--- src/rtl/core/mlr_pkg.sv ---
// Shared types and constants of the midpoint line rasterizer.
// Holds the frame geometry, the request and response words and the controller interface.
// Depends on nothing.
`timescale 1ns / 1ps

package mlr_pkg;

   // Frame store geometry.
   localparam int MAX_WIDTH   = 256;
   localparam int MAX_HEIGHT  = 256;
   localparam int COL_W       = $clog2(MAX_WIDTH);
   localparam int ROW_W       = $clog2(MAX_HEIGHT);
   localparam int ADDR_W      = COL_W + ROW_W;
   localparam int FRAME_DEPTH = 1 << ADDR_W;

   // Word field widths.
   localparam int COORD_W  = 12;
   localparam int RD_POS_W = 8;
   localparam int CFG_W    = 9;

   // Compare width for clipping: holds any nonnegative coordinate and the store size.
   localparam int CMP_W = COORD_W + 1;
   localparam logic [CMP_W-1:0] MAX_W_CMP = CMP_W'(MAX_WIDTH);
   localparam logic [CMP_W-1:0] MAX_H_CMP = CMP_W'(MAX_HEIGHT);

   // Register port.
   localparam int PADDR_W = 3;
   localparam int PDATA_W = 32;
   localparam logic [CFG_W-1:0] ACTIVE_SIZE_RESET = 9'd256;

   typedef enum logic {
      REG_ACTIVE_WIDTH  = 1'b0,
      REG_ACTIVE_HEIGHT = 1'b1
   } reg_index_type;

   typedef enum logic {
      CMD_DRAW = 1'b0,
      CMD_READ = 1'b1
   } cmd_code_type;

   typedef struct packed {
      logic                       cmd;
      logic signed [COORD_W-1:0]  x_start;
      logic signed [COORD_W-1:0]  y_start;
      logic signed [COORD_W-1:0]  x_end;
      logic signed [COORD_W-1:0]  y_end;
      logic [RD_POS_W-1:0]        read_col;
      logic [RD_POS_W-1:0]        read_row;
   } req_type;

   typedef struct packed {
      logic is_read_reply;
      logic pixel_lit;
   } rsp_type;

   // Commands from the controller to the datapath.
   typedef struct packed {
      logic clear;
      logic load;
      logic setup;
      logic step;
      logic draw_done;
      logic read_reply;
   } ctrl_cmd_type;

   // Status from the datapath to the controller.
   typedef struct packed {
      logic clear_last;
      logic step_last;
      logic is_read;
   } dp_status_type;

endpackage

--- src/rtl/core/mlr_ctrl.sv ---
// Controller state machine of the line rasterizer.
// Sequences clearing, command setup, pixel stepping and replies; uses mlr_pkg.
`timescale 1ns / 1ps

module mlr_ctrl
   import mlr_pkg::*;
(
   input  logic          clock,
   input  logic          reset,
   input  logic          start,
   input  dp_status_type status,
   output ctrl_cmd_type  cmd,
   output logic          busy
);

   typedef enum logic [4:0] {
      ST_CLEAR = 5'b00001,
      ST_IDLE  = 5'b00010,
      ST_SETUP = 5'b00100,
      ST_STEP  = 5'b01000,
      ST_REPLY = 5'b10000
   } state_type;

   state_type state_ff;
   state_type state_in;

   always_comb begin
      state_in = state_ff;
      cmd      = '0;
      unique case (state_ff)
         ST_CLEAR: begin
            cmd.clear = 1'b1;
            if (status.clear_last) begin
               state_in = ST_IDLE;
            end
         end
         ST_IDLE: begin
            if (start) begin
               cmd.load = 1'b1;
               state_in = ST_SETUP;
            end
         end
         ST_SETUP: begin
            cmd.setup = 1'b1;
            state_in  = status.is_read ? ST_REPLY : ST_STEP;
         end
         ST_STEP: begin
            cmd.step = 1'b1;
            if (status.step_last) begin
               cmd.draw_done = 1'b1;
               state_in      = ST_IDLE;
            end
         end
         ST_REPLY: begin
            cmd.read_reply = 1'b1;
            state_in       = ST_IDLE;
         end
         default: begin
            state_in = ST_IDLE;
         end
      endcase
   end

   always_ff @(posedge clock) begin
      if (reset) begin
         state_ff <= ST_CLEAR;
      end else begin
         state_ff <= state_in;
      end
   end

   assign busy = (state_ff != ST_IDLE);

endmodule

--- config.mk ---
export PLATFORM = sky130hd
export DESIGN_NAME = mlr_ctrl
export DESIGN_NICKNAME = d
export VERILOG_FILES = /design/src/rtl/core/mlr_pkg.sv /design/src/rtl/core/mlr_ctrl.sv
export SDC_FILE = /design/constraint.sdc
export NUM_CORES = 1
export LEC_CHECK = 0
export BUFFER_PORTS_ARGS = -buffer_cell sky130_fd_sc_hd__buf_4
export CORE_AREA = 2 2 39 41
export CTS_BUF_LIST = sky130_fd_sc_hd__clkbuf_16
export DETAILED_ROUTE_END_ITERATION = 16
export DIE_AREA = 0 0 41 43
export HOLD_SLACK_MARGIN = 0.05
export PLACE_DENSITY = 0.55
export SLEW_MARGIN = 20
export SYNTH_ARGS = -nofsm -noshare
export SYNTH_HDL_FRONTEND = slang
export SYNTH_SLANG_ARGS = --single-unit
--- constraint.sdc ---
create_clock -name clock -period 1.52 [get_ports clock]
set_clock_uncertainty 0.1 [all_clocks]
set_input_delay 0.152 -clock clock [delete_from_list [all_inputs] [get_ports clock]]
set_output_delay 0.152 -clock clock [all_outputs]
set_load 0.005 [all_outputs]
# Word level (Yosys, flattened, before mapping)
# Cells that the tools add are included.
# word_totals
ff_bits,5
latch_bits,0
mem_bits_rw,0
romBits,0
in_bits,6
output_inout_bits,7
wordCells,23
memories,0
# op_classes
n_addsub,0
multipliers,0
div_mod_pow,0
magnitude_cmp,0
n_eq_ne,9
shift,0
n_mux,12
bitwise,0
reduce_logical,1
# ops
cell,n
$mux 5,4
$pmux 5 s4,1
$mux 1,6
$ne 2x2->1 const B,3
$eq 5x1->1 const B,1
$eq 5x2->1 const B,1
$eq 5x3->1 const B,1
$eq 5x4->1 const B,1
$eq 5x5->1 const B,1
$ne 5x2->1 const B,1
$reduce_and 3->1,1
$mux 2,1

# Longest topological paths before layout
# depth
word_depth,3
mapped_depth,3
depth_no_buf,3

# Least setup slack after synthesis
# No wires, ideal clock.
# synth_path
kind,flip-flop to output port
start,reg state_ff[1]
end,out cmd[1] (netlist bit)
t_arrival_ps,960
required_time_ps,1268
path_slack_ps,308
stages_incl_launch_ff,4
path_buffers,0
cell_sequence,dfxtp_1 -> nor3_2 -> and3b_1 -> and2_1
# synth_rtl
element,line,rtl
from (decl),mlr_ctrl.sv:24,state_type state_ff;
from (signal assigned),mlr_ctrl.sv:68,state_ff <= state_in;
to (decl),mlr_ctrl.sv:12,"output ctrl_cmd_type cmd,"

==> summary.txt <==
Synthesis
  • Register area share after synthesis: 31.50%
  • Syn_nets: 38
  • Post-synthesis async set-or-reset flop share: 0%
  • Area contributors post-synth: dfxtp_1 (31%), nor3_2 (13%), a41o_4 (6.7%)
  • Commonest cells post-synth: dfxtp_1 (5), nor3_2 (4), nor2_1 (3)
  • Largest family of logic cells by synthesized area: simple AND/OR/NAND/NOR gates
  • Ys flop type: dfxtp_1
  • Cells after Synth: 32
  • Synth Area in Adders: 0%
  • Post-Syn Area: 317.8 um^2
  • Yosys warns: 0
  • Number of synthesized flops with an enable pin: 0
  • Synth Register Bits: 5
  • XOR/XNOR share of the synthesized area: 0%
  • Post-Synth Simple-Gate Area: 48.03%
  • Netlist cell types: 20
  • Largest area contributor in the netlist: dfxtp_1
  • Mux cell area share after synthesis: 0%
  • Most frequent cell after synthesis: dfxtp_1
  • Compound-gate portion of the synthesized area: 18.11%
  • Yosys top cell area share: 31.50%
  • Post-Syn Area per Cell: 9.931 um^2

STA
  • Slew Limit Fails: 0
  • Setup TNS: 0 ns
  • Endpoints failing hold: 0
  • Min Tclk post-route: 1.474 ns
  • Least-Margin Pin Slew: 0.2527 ns
  • Final Setup Violations: 0
  • Hold WS: 0.09356 ns
  • RSZ-0062 raised after global routing: false
  • Slew margin rel.: 83.13%
  • F_max: 678.4 MHz
  • Fin crit share: 96.98%

Global routing
  • First-pass GRT wire length: 1097 um
  • Overflow after GRT: 0
  • Overall Global Routing Usage: 10.35%
  • Vias in the first global route: 282
  • Pin count of the biggest net entering global routing: 8
  • Antenna violations before repair: 0

Cells and area
  • Largest register FFs: 5
  • Sequential cell area: 103.9 um^2
  • Fin util: 40.14%
  • Top flop regs: state_ff: 5 flops
  • # nets final: 58
  • Number of antenna diodes: 0
  • Fillers: 150
  • Synth-to-Final Area Change: 74.80%
  • Largest register by flop count: state_ff
  • Share of cells above drive strength 1: 54.90%
  • Area taken by multi-input logic gates: 227.7 um^2

Worst setup path
  • Endpoint class of the critical path: output port
  • CP Data Arrival Time: 1.22 ns
  • Crit Path Max Fanout: 6
  • Worst setup path startpoint: state_ff[4]
  • R2R cell count: 3
  • R2r setup slk: 0.27 ns
  • Critical path class: flip-flop to output port
  • Worst reg2reg endpoint: state_ff[3]
  • Worst setup path end: cmd[1]
  • Worst path required time: 1.27 ns
  • Startpoint types: flip-flop
  • Reg-to-Reg Start: state_ff[2]

Placed design
  • Port bufs: 12
  • Final GP Congestion: 0.6704
  • HPWL after DPL: 560.3 um

CTS
  • CTS tree: built
  • Max Buffers Root-to-Sink: 2
  • Total CTS buffers: 3
  • Clock Sinks: 5
  • H-tree depth: 1
  • Post-CTS Setup Bufs: 0
  • CTS root buffer: clkbuf_16
  • Clk pin slew, worst setup/hold paths: 0.03 ns
  • Worst-Skew Late Latency: 0.23 ns

Detailed routing
  • Vias/cell: 4.642
  • DRT Wirelength: 768 um
  • Final ANT Viol Nets: 0
  • Number of remaining DRC errors: 0
  • Drt pass-1 iters: 1
  • Wire per inst: 11.46 um
  • Vias: 311
  • Drt initial violations: 0

Floorplan
  • Die area: 1763 um^2
  • Core ar.: 1384 um^2
  • Io pins: 13
  • Die X: 41 um
  • Starting Density: 22.97%
  • Rows: 14
  • Die height: 43 um

Power and ir drop
  • Power consumption: 0.6602 mW
  • Leakage: 0.2611 nW
  • Max IR drop VDD: 0.6624 mV
  • PD cells: 1188 nW/um^2

Run
  • Max-Cap Viols: 0

Run status
  • Outcome: completed

Min path
  • Min-delay worst type: input port to flip-flop
## routing by layer
metal  vias up  share of wire (%)  GRT usage [%]
met5         -                  0              0
met4         0                2.7          12.00
met3         4                5.1          4.712
met2         6                 50          13.75
met1       141                 42          10.32
li1        160                  -              -
## area by class of cell
class                      count  share of cell area (%)
clock inverter                 1                  0.6757
multi-input combinational     25                   40.99
inverter                       2                   1.351
timing repair buffer          15                   21.17
tap                           16                   3.604
sequential                     5                   18.69
clock buffer                   3                   13.51
## cells in the final DEF (no fill, tap or decap)
master and instances:
nand3_1 1, nand3b_4 1, and4b_1 1, and3_1 1, a41o_4 1, nor2b_2 1, buf_4 13, nand4bb_1 1
dfxtp_2 3, nand3b_1 1, inv_1 3, o21ai_0 1, a211oi_2 1, nor2_1 3, nor3_4 1, and3b_1 2
o311a_1 1, nor3_2 3, clkbuf_16 3, nor3b_1 1, and2_1 2, o32ai_1 1, dfxtp_1 2, dlygate4sd3_1 2
nor2_2 1
## through the flow
| step | cell area, um^2 | worst slack (ns) | std cells |
|---|---|---|---|
| 4_1_cts | 535.5 | 0.03825 | 67 |
| 2_1_floorplan | 317.8 | 0.3080 | 32 |
| 3_3_place_gp | 435.4 | 0.2729 | 61 |
| 3_5_place_dp | 435.4 | 0.2412 | 61 |
| 6_report | 555.5 | 0.04590 | 67 |
| 5_1_grt | 555.5 | 0.0005512 | 67 |
## cell families after synthesis
group,Yosys count
AND/OR/NAND/NOR,20
buffers and inverters,2
flip-flops,5
AO/OA/AOI/OAI,5
## critical path: stages, from the launching register on
cell	delay [ns]
dfxtp_1	0.45
nor3_2	0.08
and3b_1	0.19
and2_1	0.15
buf_4	0.13
## repair_timing
action                                  CTS  global route
hold buffers                              2             0
cloned                                    0             0
endpoints found under the setup margin    1             1
resized for setup                         1             5
pin swaps                                 0             1
endpoints found under the hold margin     1             0
## how the worst min path moves through the flow
stage / start / to / slack (ns) / cells after the start
floorplan: reset / state_ff[1] / 0.17 / 1
global placement: start / state_ff[1] / 0.28 / 2
detailed placement: start / state_ff[1] / 0.28 / 2
CTS: status[0] / state_ff[4] / 0.09 / 3
global route: status[0] / state_ff[4] / 0.10 / 3
finish: status[0] / state_ff[4] / 0.09 / 3
## report_power, final
| part | internal (mW) | switching (mW) | total (mW) |
|---|---|---|---|
| registers | 0.140 | 0.0147 | 0.155 |
| clock network | 0.341 | 0.0867 | 0.427 |
| logic | 0.0469 | 0.0312 | 0.0781 |
Note: power is estimated with default switching activity, not from simulation.
